**config.mk**
```make
export PLATFORM = sky130hd
export DESIGN_NAME = fust_cell
export DESIGN_NICKNAME = d
export VERILOG_FILES = /design/src/rtl/fust_pkg.sv /design/src/rtl/fust_cell.sv
export SDC_FILE = /design/constraint.sdc
export NUM_CORES = 1
export LEC_CHECK = 0
export BUFFER_PORTS_ARGS = -buffer_cell sky130_fd_sc_hd__buf_2
export CAP_MARGIN = 20
export CORE_MARGIN = 4
export CORE_UTILIZATION = 43
export DETAILED_ROUTE_END_ITERATION = 12
export HOLD_SLACK_MARGIN = 0.05
export PLACE_DENSITY = 0.84
export SETUP_SLACK_MARGIN = 0.05
export SLEW_MARGIN = 20
export SYNTH_ARGS = -nofsm -noshare
export SYNTH_HDL_FRONTEND = slang
export SYNTH_SLANG_ARGS = --single-unit
```
**constraint.sdc**
```tcl
create_clock -name i_clk -period 3.3 [get_ports i_clk]
set_input_delay 0.33 -clock i_clk [delete_from_list [all_inputs] [get_ports i_clk]]
set_output_delay 0.33 -clock i_clk [all_outputs]
set_load 0.05 [all_outputs]
```
**src/rtl/fust_pkg.sv**
```systemverilog
// shared constants and types of the first unique symbol tracker
`timescale 1ns / 1ps
package fust_pkg;

    // symbol and alphabet geometry
    localparam int SYM_W         = 8;
    localparam int ALPHABET_SIZE = 256;
    localparam int IDX_W         = (ALPHABET_SIZE > 1) ? $clog2(ALPHABET_SIZE) : 1;
    localparam int CNT_W         = $clog2(ALPHABET_SIZE + 1);

    // control broadcast from the sequencer to every cell of the chain
    typedef struct packed {
        logic             clear;
        logic             append;
        logic             shift;
        logic [SYM_W-1:0] sym;
        logic [CNT_W-1:0] tail;
        logic [IDX_W-1:0] rm_idx;
    } t_cell_ctl;

    // sequencer states
    typedef enum logic [4:0] {
        S_IDLE  = 5'b00001,
        S_LOOK  = 5'b00010,
        S_FIND  = 5'b00100,
        S_SHIFT = 5'b01000,
        S_DONE  = 5'b10000
    } t_state;

endpackage

```
**src/rtl/fust_cell.sv**
```systemverilog
// one cell of the arrival-ordered chain of symbols seen exactly once
`timescale 1ns / 1ps
module fust_cell (
    input  logic                      i_clk,
    input  logic                      i_rst_n,
    input  logic [fust_pkg::IDX_W-1:0] i_index,
    input  fust_pkg::t_cell_ctl       i_ctl,
    input  logic [fust_pkg::SYM_W-1:0] i_next_sym,
    input  logic                      i_next_valid,
    output logic [fust_pkg::SYM_W-1:0] o_sym,
    output logic                      o_valid,
    output logic                      o_hit
);
    import fust_pkg::*;

    logic [SYM_W-1:0] r_sym;
    logic [SYM_W-1:0] n_sym;
    logic             r_valid;
    logic             n_valid;
    logic             r_hit;
    logic             append_here;
    logic             shift_here;

    // this cell is the tail slot, or lies at or above the removed entry
    assign append_here = i_ctl.append && ({1'b0, i_index} == CNT_W'({1'b0, i_index}))
                         && (CNT_W'(i_index) == i_ctl.tail);
    assign shift_here  = i_ctl.shift && (i_index >= i_ctl.rm_idx);

    // next contents: append, pull from upper neighbor, or clear
    always_comb begin
        n_sym   = r_sym;
        n_valid = r_valid;
        priority if (append_here) begin
            n_sym   = i_ctl.sym;
            n_valid = 1'b1;
        end else if (shift_here) begin
            n_sym   = i_next_sym;
            n_valid = i_next_valid;
        end else if (i_ctl.clear) begin
            n_valid = 1'b0;
        end
    end

    // symbol payload and registered match flag
    always_ff @(posedge i_clk) begin
        r_sym <= n_sym;
        r_hit <= r_valid && (r_sym == i_ctl.sym);
    end

    // occupancy
    always_ff @(posedge i_clk) begin
        if (!i_rst_n) begin
            r_valid <= 1'b0;
        end else begin
            r_valid <= n_valid;
        end
    end

    assign o_sym   = r_sym;
    assign o_valid = r_valid;
    assign o_hit   = r_hit;
endmodule
```
==> flow_summary_export.csv, run 1 <==
group,metric,value,unit
logic_synthesis,synth_cell_type_count,22,
final_layout,seq_area,280,sq um
timing,hold_viol_final,0,
worst_hold_path,hold_class,"in -> reg",
timing,setup_violations,0,
setup_path,reg2reg_from,"o_sym[3]$_DFFE_PP_",
setup_path,cp_max_fo,10,
timing,rsz0062_at_grt,"no",
logic_synthesis,syn_inst,68,
final_layout,layoutNonFillerInstCount,153,
setup_path,critPathArrivalTime,1940,ps
logic_synthesis,syn_area_per_cell,11.6,sq um
final_layout,syn_to_final_growth,42.8,%
setup_path,critPathKind,"in -> reg",
final_layout,multi_input_area,479,sq um
timing,slew_violations,0,
setup_path,regToRegEndpoint,"o_hit$_DFF_P_",
timing,min_period_over_period,61.4,%
timing,layout_min_cycle_time,2030,ps
die,pin_count,57,
grt,gr-total-overflow,0,
clocking,postCtsHoldBufs,0,
clocking,root_buffer,"clkbuf_4",
timing,slew_headroom,58.9,%
final_layout,num-fill-cells,154,
routing,antenna_left,0,
final_layout,diodes,0,
logic_synthesis,ys_seq_area_share,35.5,%
routing,route.detailed.drc,0,
final_layout,final_common_cell,"buf_2",
routing,firstDrtPassIters,1,
setup_path,worst_r2r_path_depth,4,
place,gp_congestion,0.699,
logic_synthesis,synth-seq-cells,10,
grt,grt_use_total,14.6,%
logic_synthesis,ys_warn_count,0,
setup_path,crit_end,"o_sym[6]$_DFFE_PP_",
grt,grt_max_degree,11,
run_status,outcome,"completed",
logic_synthesis,syn_nets,123,
clocking,clockBufferDepth,2,
clocking,clock-sinks,10,
clocking,cts_setup_buffers,0,
die,dieArea,2590,sq um
routing,wirelength,1.82,mm
logic_synthesis,syn_area,790,sq um
setup_path,end_kind,"flip-flop",
setup_path,crit_path_start_kind,"input pin",
place,hpwlAfterDp,1.65,mm
clocking,cts_tree,"done",
setup_path,cp-startpoint,"i_ctl[11]",
die,coreArea,1730,sq um
pwr,vdd_drop_max,141,uV
logic_synthesis,synth_area_leaders,"edfxtp_1, ha_1, mux2_2, xor2_1, xnor2_1",
die,die_w,50.9,um
clocking,numCtsBuffers,3,
timing,fin_skew,4.17,ps
final_layout,final_cell_mix,"buf_2, xor2_1",
setup_path,r2r_slack,2200,ps
grt,grt_antenna_before_repair,0,
clocking,path_clk_slew,60,ps
logic_synthesis,synth_top_area_share,30.4,%
routing,vias_per_cell,4.86,
final_layout,nets,184,
die,initial_core_util,45.7,%
routing,vias,743,
die,die_h,50.9,um
pwr,leakage,0.000572,uW
place,io_buffers,56,
timing,tightest_slew,611,ps
grt,grt_pass1_wl,2.89,mm
timing,clock.fmax,493,MHz
place,dpl_worst_slack,975,ps
grt,grt_pass1_vias,762,
routing,drt_iter0_drc,0,
pwr,p_per_area,330,nW/um^2
logic_synthesis,yosys.area.top_type,"edfxtp_1",
timing,setup-tns-final,0,ps
timing,setup_slack,1270,ps
routing,routedWlPerCell,11.9,um
clocking,cts_max_level,1,
die,rows,15,
place,placedCellCount,149,
setup_path,worstPathRequired,3220,ps
run,maxCapViolCount,0,
final_layout,drive_gt1_share,53.1,%
clocking,cts_repair_resize_count,0,
clocking,insertion_delay,250,ps
sequential cells by signal (all words and copies together) (netlist names):
name	cells
o_hit	1
o_sym	8
o_valid	1
cells by family after synthesis:
kind of cell | Yosys count | share of synthesized area [%]
adder cells (fa/ha/maj) | 8 | 12.7
flip-flops | 10 | 35.5
buffers and inverters | 8 | 3.80
multiplexers | 8 | 11.4
XOR/XNOR | 16 | 17.7
AND/OR/NAND/NOR | 11 | 11.3
AO/OA/AOI/OAI | 7 | 7.61
stage by stage:
step,instance area [sq um],total power [uW],util (%),hold WS (ps)
after CTS,1130,377,65.3,292
after global routing,1130,395,65.3,285
after detailed placement,1100,293,63.8,496
after global placement,1100,288,63.8,480
after floorplan,790,241,-,458
final,1130,372,65.3,296
cells in the mapped netlist:
master     count
xor2_1        10
edfxtp_1       8
ha_1           8
inv_1          8
mux2_2         8
xnor2_1        6
and3_1         2
dfxtp_1        2
nand2b_1       2
nor4_1         2
a2111oi_0      1
a21o_1         1
a221o_1        1
a2bb2oi_1      1
and3b_1        1
nand4_1        1
nand4b_1       1
nor2b_1        1
nor4_4         1
o2111ai_1      1
o21a_1         1
o31a_1         1
power by group:
| group | leakage (uW) | switching (uW) | internal [uW] |
|---|---|---|---|
| clock | 0.0000150 | 36.4 | 46.5 |
| combinational | 0.000466 | 77.9 | 54.4 |
| sequential | 0.0000907 | 7.05 | 149 |
| total | 0.000572 | 121 | 250 |
metal layers:
metal / GRT usage (%) / wire, um / share of wire (%)
met1: 16.0 / 707 / 39
met5: 0 / 0 / 0
met3: 3.50 / 195 / 11
met4: 5.38 / 0 / 0
met2: 27.0 / 918 / 50
area by class of cell:
cell class / instances / area share (%)
flip-flops and latches: 10 / 24.9
well taps: 25 / 2.77
inverters: 8 / 2.66
repair buffers: 56 / 24.9
clock buffers: 4 / 2.33
multi-input cells: 50 / 42.5
how the worst min path moves through the flow:
stage | slack, ps | depth (start not counted) | to | from
floorplan | 460 | 1 | o_valid$_SDFFE_PN0P_ | i_rst_n
CTS | 290 | 2 | o_valid$_SDFFE_PN0P_ | i_rst_n
detailed placement | 500 | 1 | o_hit$_DFF_P_ | o_valid$_SDFFE_PN0P_
finish | 300 | 2 | o_valid$_SDFFE_PN0P_ | i_rst_n
global route | 290 | 2 | o_valid$_SDFFE_PN0P_ | i_rst_n
global placement | 480 | 1 | o_hit$_DFF_P_ | o_valid$_SDFFE_PN0P_
critical path: stages:
cell	delay, ps
buf_2	100
xor2_1	150
nor4_1	270
nand4b_1	180
nor4_4	490
nand2b_1	410
(Power assumes the default switching activity.)
==> run 2, diff against run 1 <==
--- a/config.mk
+++ b/config.mk
@@ -8,10 +8,10 @@
 export BUFFER_PORTS_ARGS = -buffer_cell sky130_fd_sc_hd__buf_2
 export CAP_MARGIN = 20
 export CORE_MARGIN = 4
-export CORE_UTILIZATION = 43
+export CORE_UTILIZATION = 36
 export DETAILED_ROUTE_END_ITERATION = 12
 export HOLD_SLACK_MARGIN = 0.05
-export PLACE_DENSITY = 0.84
+export PLACE_DENSITY = 0.75
 export SETUP_SLACK_MARGIN = 0.05
 export SLEW_MARGIN = 20
 export SYNTH_ARGS = -nofsm -noshare
==> constraint.sdc (replaced) <==
create_clock -name i_clk -period 1.8 [get_ports i_clk]
set_input_delay 0.18 -clock i_clk [delete_from_list [all_inputs] [get_ports i_clk]]
set_output_delay 0.18 -clock i_clk [all_outputs]
set_load 0.05 [all_outputs]
==> run 2 against run 1 <==
Effect of this change:
- clock skew hardly changed
- setup slack got worse by 1100 ps
- flip-flop and latch count unchanged
- combinational power grew 94%
- register-to-register slack lost 1500 ps
- non-clock buffer count grew 7
- sequential power grew 83%
- largest cell class unchanged
==> flow_summary_export.csv, run 2 (synthesis gave the netlist of run 1 again) <==
group,metric,value,unit
clocking,cts_max_level,1,
die,pin_count,57,
die,initial_core_util,39.0,%
place,placedCellCount,158,
final_layout,drive_gt1_share,57.0,%
timing,slew_headroom,82.0,%
die,coreArea,2020,sq um
place,io_buffers,56,
setup_path,cp_max_fo,10,
timing,rsz0062_at_grt,"no",
die,die_w,54.8,um
place,postPlaceCellArea,1160,sq um
pwr,p_per_area,583,nW/um^2
die,rows,16,
setup_path,critPathArrivalTime,1620,ps
timing,slew_violations,0,
clocking,root_buffer,"clkbuf_4",
routing,routedWlPerCell,11.0,um
timing,hold_slack,141,ps
final_layout,largest_reg_flops,8,
timing,hold_viol_final,0,
clocking,insertion_delay,260,ps
routing,antenna_left,0,
routing,drt_iter0_drc,2,
run_status,outcome,"completed",
setup_path,worst_r2r_path_depth,4,
grt,grt_max_degree,11,
setup_path,regToRegEndpoint,"o_hit$_DFF_P_",
final_layout,final_cell_mix,"buf_2, xor2_1",
setup_path,worstPathRequired,1800,ps
clocking,clock-sinks,10,
grt,grt_antenna_before_repair,0,
timing,setup_violations,0,
timing,tightest_slew,267,ps
grt,grt_pass1_vias,725,
worst_hold_path,whs_endpoint,"o_valid$_SDFFE_PN0P_",
routing,vias_per_cell,4.59,
worst_hold_path,hold_depth,2,
routing,vias,744,
timing,min_period_over_period,89.6,%
clocking,cts_tree,"done",
final_layout,nets,191,
routing,route.detailed.drc,0,
pwr,leakage,0.000608,uW
timing,fin_skew,4.34,ps
timing,clock.fmax,620,MHz
final_layout,syn_to_final_growth,51.3,%
final_layout,num-fill-cells,182,
die,dieArea,3010,sq um
clocking,path_clk_slew,60,ps
final_layout,final_common_cell,"buf_2",
setup_path,crit_path_start_kind,"input pin",
timing,layout_min_cycle_time,1610,ps
pwr,vdd_drop_max,278,uV
final_layout,layoutNonFillerInstCount,162,
setup_path,end_kind,"flip-flop",
worst_hold_path,hp-start,"i_rst_n",
setup_path,reg2reg_from,"o_sym[3]$_DFFE_PP_",
routing,wirelength,1.78,mm
clocking,numCtsBuffers,3,
final_layout,post-route-util,59.1,%
pwr,finalPower,697,uW
final_layout,stdcell_area,1190,sq um
clocking,postCtsHoldBufs,0,
run,maxCapViolCount,0,
setup_path,r2r_slack,680,ps
clocking,cts_setup_buffers,0,
routing,firstDrtPassIters,3,
clocking,cts_repair_resize_count,0,
die,die_h,54.8,um
setup_path,critPathKind,"in -> reg",
place,gp_congestion,0.684,
grt,gr-total-overflow,0,
place,hpwlAfterDp,1.61,mm
grt,grt_pass1_wl,2.72,mm
final_layout,diodes,0,
grt,grt_use_total,12.3,%
clocking,clockBufferDepth,2,
worst_hold_path,hold_class,"in -> reg",
[run 2: cell types whose count changed in the layout (fill, tap and decap cells not counted)]
cell,delta
buf_4,+6
a2111oi_0,-1
a2111oi_2,+1
buf_6,+1
nand2b_1,-1
nand2b_2,+1
[run 2: how the worst max path moves through the flow]
stage,start,to,slack [ps]
2_1_floorplan,i_ctl[11],o_sym[0]$_DFFE_PP_,30
4_1_cts,i_ctl[11],o_sym[6]$_DFFE_PP_,130
3_3_place_gp,i_ctl[11],o_sym[1]$_DFFE_PP_,-120
5_1_grt,i_index[0],o_valid$_SDFFE_PN0P_,70
3_5_place_dp,i_ctl[11],o_sym[6]$_DFFE_PP_,-140
6_report,i_ctl[11],o_sym[6]$_DFFE_PP_,190
[run 2: metrics by stage]
stage | setup WS [ps] | setup TNS (ps)
2_1_floorplan | 33.2 | 0
3_3_place_gp | -124 | -1550
3_5_place_dp | -140 | -2100
4_1_cts | 132 | 0
5_1_grt | 71.1 | 0
6_report | 187 | 0
[run 2: layout make-up]
type / count / area (sq um) / area share, %
clock buffer: 4 / 26.3 / 2.20
inverter: 8 / 30.0 / 2.51
multi-input combinational: 50 / 488 / 40.8
sequential: 10 / 280 / 23.5
tap: 27 / 33.8 / 2.83
timing repair buffer: 63 / 337 / 28.2
[run 2: power breakdown]
| group | internal [uW] | leakage [uW] | switching (uW) | total (uW) |
|---|---|---|---|---|
| sequential | 274 | 0.0000907 | 12.5 | 286 |
| clock | 85.3 | 0.0000150 | 69.4 | 155 |
| combinational | 112 | 0.000502 | 144 | 256 |
| total | 471 | 0.000608 | 226 | 697 |
[run 2: critical path, cell delays in order]
cell	delay (ps)
buf_2	100
xor2_1	150
nor4_1	300
nand4b_1	190
nor4_4	170
buf_6	180
mux2_2	340
[run 2: metal layers]
layer	vias to the layer above	wire, um	share of wire, %	GRT usage, %
met2	45	832	47	22.4
met1	316	699	39	13.5
met3	0	245	14	2.45
met5	-	0	0	0
li1	383	-	-	-
met4	0	0	0	5.81
==> run 3, diff against run 2 <==
--- a/config.mk
+++ b/config.mk
@@ -5,13 +5,15 @@
 export SDC_FILE = /design/constraint.sdc
 export NUM_CORES = 1
 export LEC_CHECK = 0
-export BUFFER_PORTS_ARGS = -buffer_cell sky130_fd_sc_hd__buf_2
 export CAP_MARGIN = 20
 export CORE_MARGIN = 4
-export CORE_UTILIZATION = 36
+export CORE_UTILIZATION = 52
+export CTS_BUF_LIST = sky130_fd_sc_hd__clkbuf_8
 export DETAILED_ROUTE_END_ITERATION = 12
+export DONT_BUFFER_PORTS = 1
 export HOLD_SLACK_MARGIN = 0.05
-export PLACE_DENSITY = 0.75
+export MAX_ROUTING_LAYER = met4
+export PLACE_DENSITY = 0.7
 export SETUP_SLACK_MARGIN = 0.05
 export SLEW_MARGIN = 20
 export SYNTH_ARGS = -nofsm -noshare
==> run 3 against run 2 <==
Effect of this change:
- global-route usage rose by 2.8 points
- utilization rose by 8.9 points
- sequential share of layout area rose by 6.7 points
- highest routed layer unchanged
==> flow_summary_export.csv, run 3 (synthesis gave the netlist of run 1 again) <==
group,metric,value,unit
routing,wl_met3,182,um
setup_path,slowest_delay,470,ps
final_layout,diodes,0,
pwr,finalPower,709,uW
place,gp_congestion,0.670,
clocking,postCtsHoldBufs,0,
grt,grt_max_degree,11,
final_layout,final_cell_mix,"xor2_1, inv_1, mux2_2, ha_1, edfxtp_1",
timing,hold_viol_final,0,
setup_path,path_cells,"inv_1 -> ha_1 -> nand2b_1 -> a2111oi_0 -> a2bb2oi_1 -> nand2b_2",
final_layout,nets,136,
die,rows,13,
routing,firstDrtPassIters,4,
setup_path,end_kind,"flip-flop",
clocking,clockBufferDepth,2,
setup_path,cp_max_fo,8,
die,coreArea,1370,sq um
grt,grt_antenna_before_repair,0,
clocking,root_buffer,"clkbuf_8",
clocking,cts_setup_buffers,0,
pwr,vdd_drop_max,719,uV
final_layout,drive_gt1_share,26.3,%
setup_path,path_delay_family,"compound AO/OA/AOI/OAI gates",
clocking,cts_max_level,1,
timing,setup_slack,132,ps
timing,tightest_slew,530,ps
place,postPlaceCellArea,883,sq um
timing,fin_skew,4.86,ps
timing,min_period_over_period,92.7,%
place,dpl_worst_slack,-85.8,ps
clocking,cts_tree,"done",
timing,slew_violations,0,
grt,grt_use_total,15.1,%
timing,setup_violations,0,
run,maxCapViolCount,0,
die,pin_count,57,
clocking,cts_repair_resize_count,0,
grt,grt_pass1_vias,540,
clocking,insertion_delay,230,ps
setup_path,critPathArrivalTime,1620,ps
setup_path,worstPathRequired,1750,ps
routing,met1_length,624,um
die,die_h,47.0,um
final_layout,final_common_cell,"xor2_1",
timing,clock.fmax,599,MHz
routing,route.detailed.drc,0,
grt,grt_pass1_wl,2.24,mm
routing,wirelength,1.56,mm
grt,gr-total-overflow,0,
die,dieArea,2210,sq um
routing,routedWlPerCell,16.5,um
setup_path,cp_num_cells,6,
setup_path,crit_path_start_kind,"input pin",
setup_path,worst_r2r_path_depth,4,
routing,top_layer,"met3",
setup_path,slowest_stage,"a2111oi_0",
setup_path,critPathBufInv,1,
worst_hold_path,hold_class,"in -> reg",
final_layout,num-fill-cells,109,
place,hpwlAfterDp,1.41,mm
clocking,numCtsBuffers,3,
die,initial_core_util,57.8,%
run_status,outcome,"completed",
clocking,clock-sinks,10,
pwr,p_per_area,764,nW/um^2
final_layout,syn_to_final_growth,17.6,%
final_layout,stdcell_area,928,sq um
timing,slew_headroom,64.6,%
setup_path,critPathKind,"in -> reg",
routing,vias_per_cell,5.66,
timing,rsz0062_at_grt,"no",
routing,wl_met2,756,um
final_layout,largest_reg_flops,8,
worst_hold_path,hold_depth,1,
routing,antenna_left,0,
routing,drt_iter0_drc,5,
die,die_w,47.0,um
place,io_buffers,0,
routing,vias,538,
timing,layout_min_cycle_time,1670,ps
pwr,leakage,0.000398,uW
clocking,path_clk_slew,50,ps
run 3: through the flow:
stage / util [%] / TNS, ps / cells / hold slack (ps)
detailed placement: 64.7 / -824 / 91 / 314
global placement: 64.7 / -847 / 91 / 308
global route: 67.9 / 0 / 95 / 65.4
floorplan: - / 0 / 68 / 308
CTS: 67.9 / 0 / 95 / 70.5
finish: 67.9 / 0 / 95 / 75.1
run 3: final timing paths:
kind                      start                    to  slack [ps]
min reg2reg  o_sym[5]$_DFFE_PP_         o_hit$_DFF_P_         770
min                     i_rst_n  o_valid$_SDFFE_PN0P_          80
max reg2reg  o_sym[3]$_DFFE_PP_         o_hit$_DFF_P_         620
max                  i_index[0]    o_sym[3]$_DFFE_PP_         130
run 3: final cells by class:
| type | count | area (sq um) | area share, % |
|---|---|---|---|
| Clock inverter | 1 | 3.75 | 0.404 |
| Timing Repair Buffer | 8 | 72.6 | 7.82 |
| Clock buffer | 3 | 41.3 | 4.45 |
| Inverter | 8 | 30.0 | 3.23 |
| Tap cell | 15 | 18.8 | 2.02 |
| Multi-Input combinational cell | 50 | 482 | 51.9 |
| Sequential cell | 10 | 280 | 30.2 |
run 3: routing by layer:
layer | vias to the layer above | global-route usage (%)
met5 | - | -
met3 | 0 | 6.51
met1 | 238 | 19.5
met2 | 27 | 22.0
li1 | 273 | -
met4 | 0 | 3.31
run 3: power breakdown:
part / leakage, uW / total, uW / internal [uW] / switching (uW)
Clock: 0.0000231 / 231 / 149 / 81.7
Sequential: 0.0000907 / 300 / 275 / 25.3
Combinational: 0.000284 / 178 / 73.2 / 105
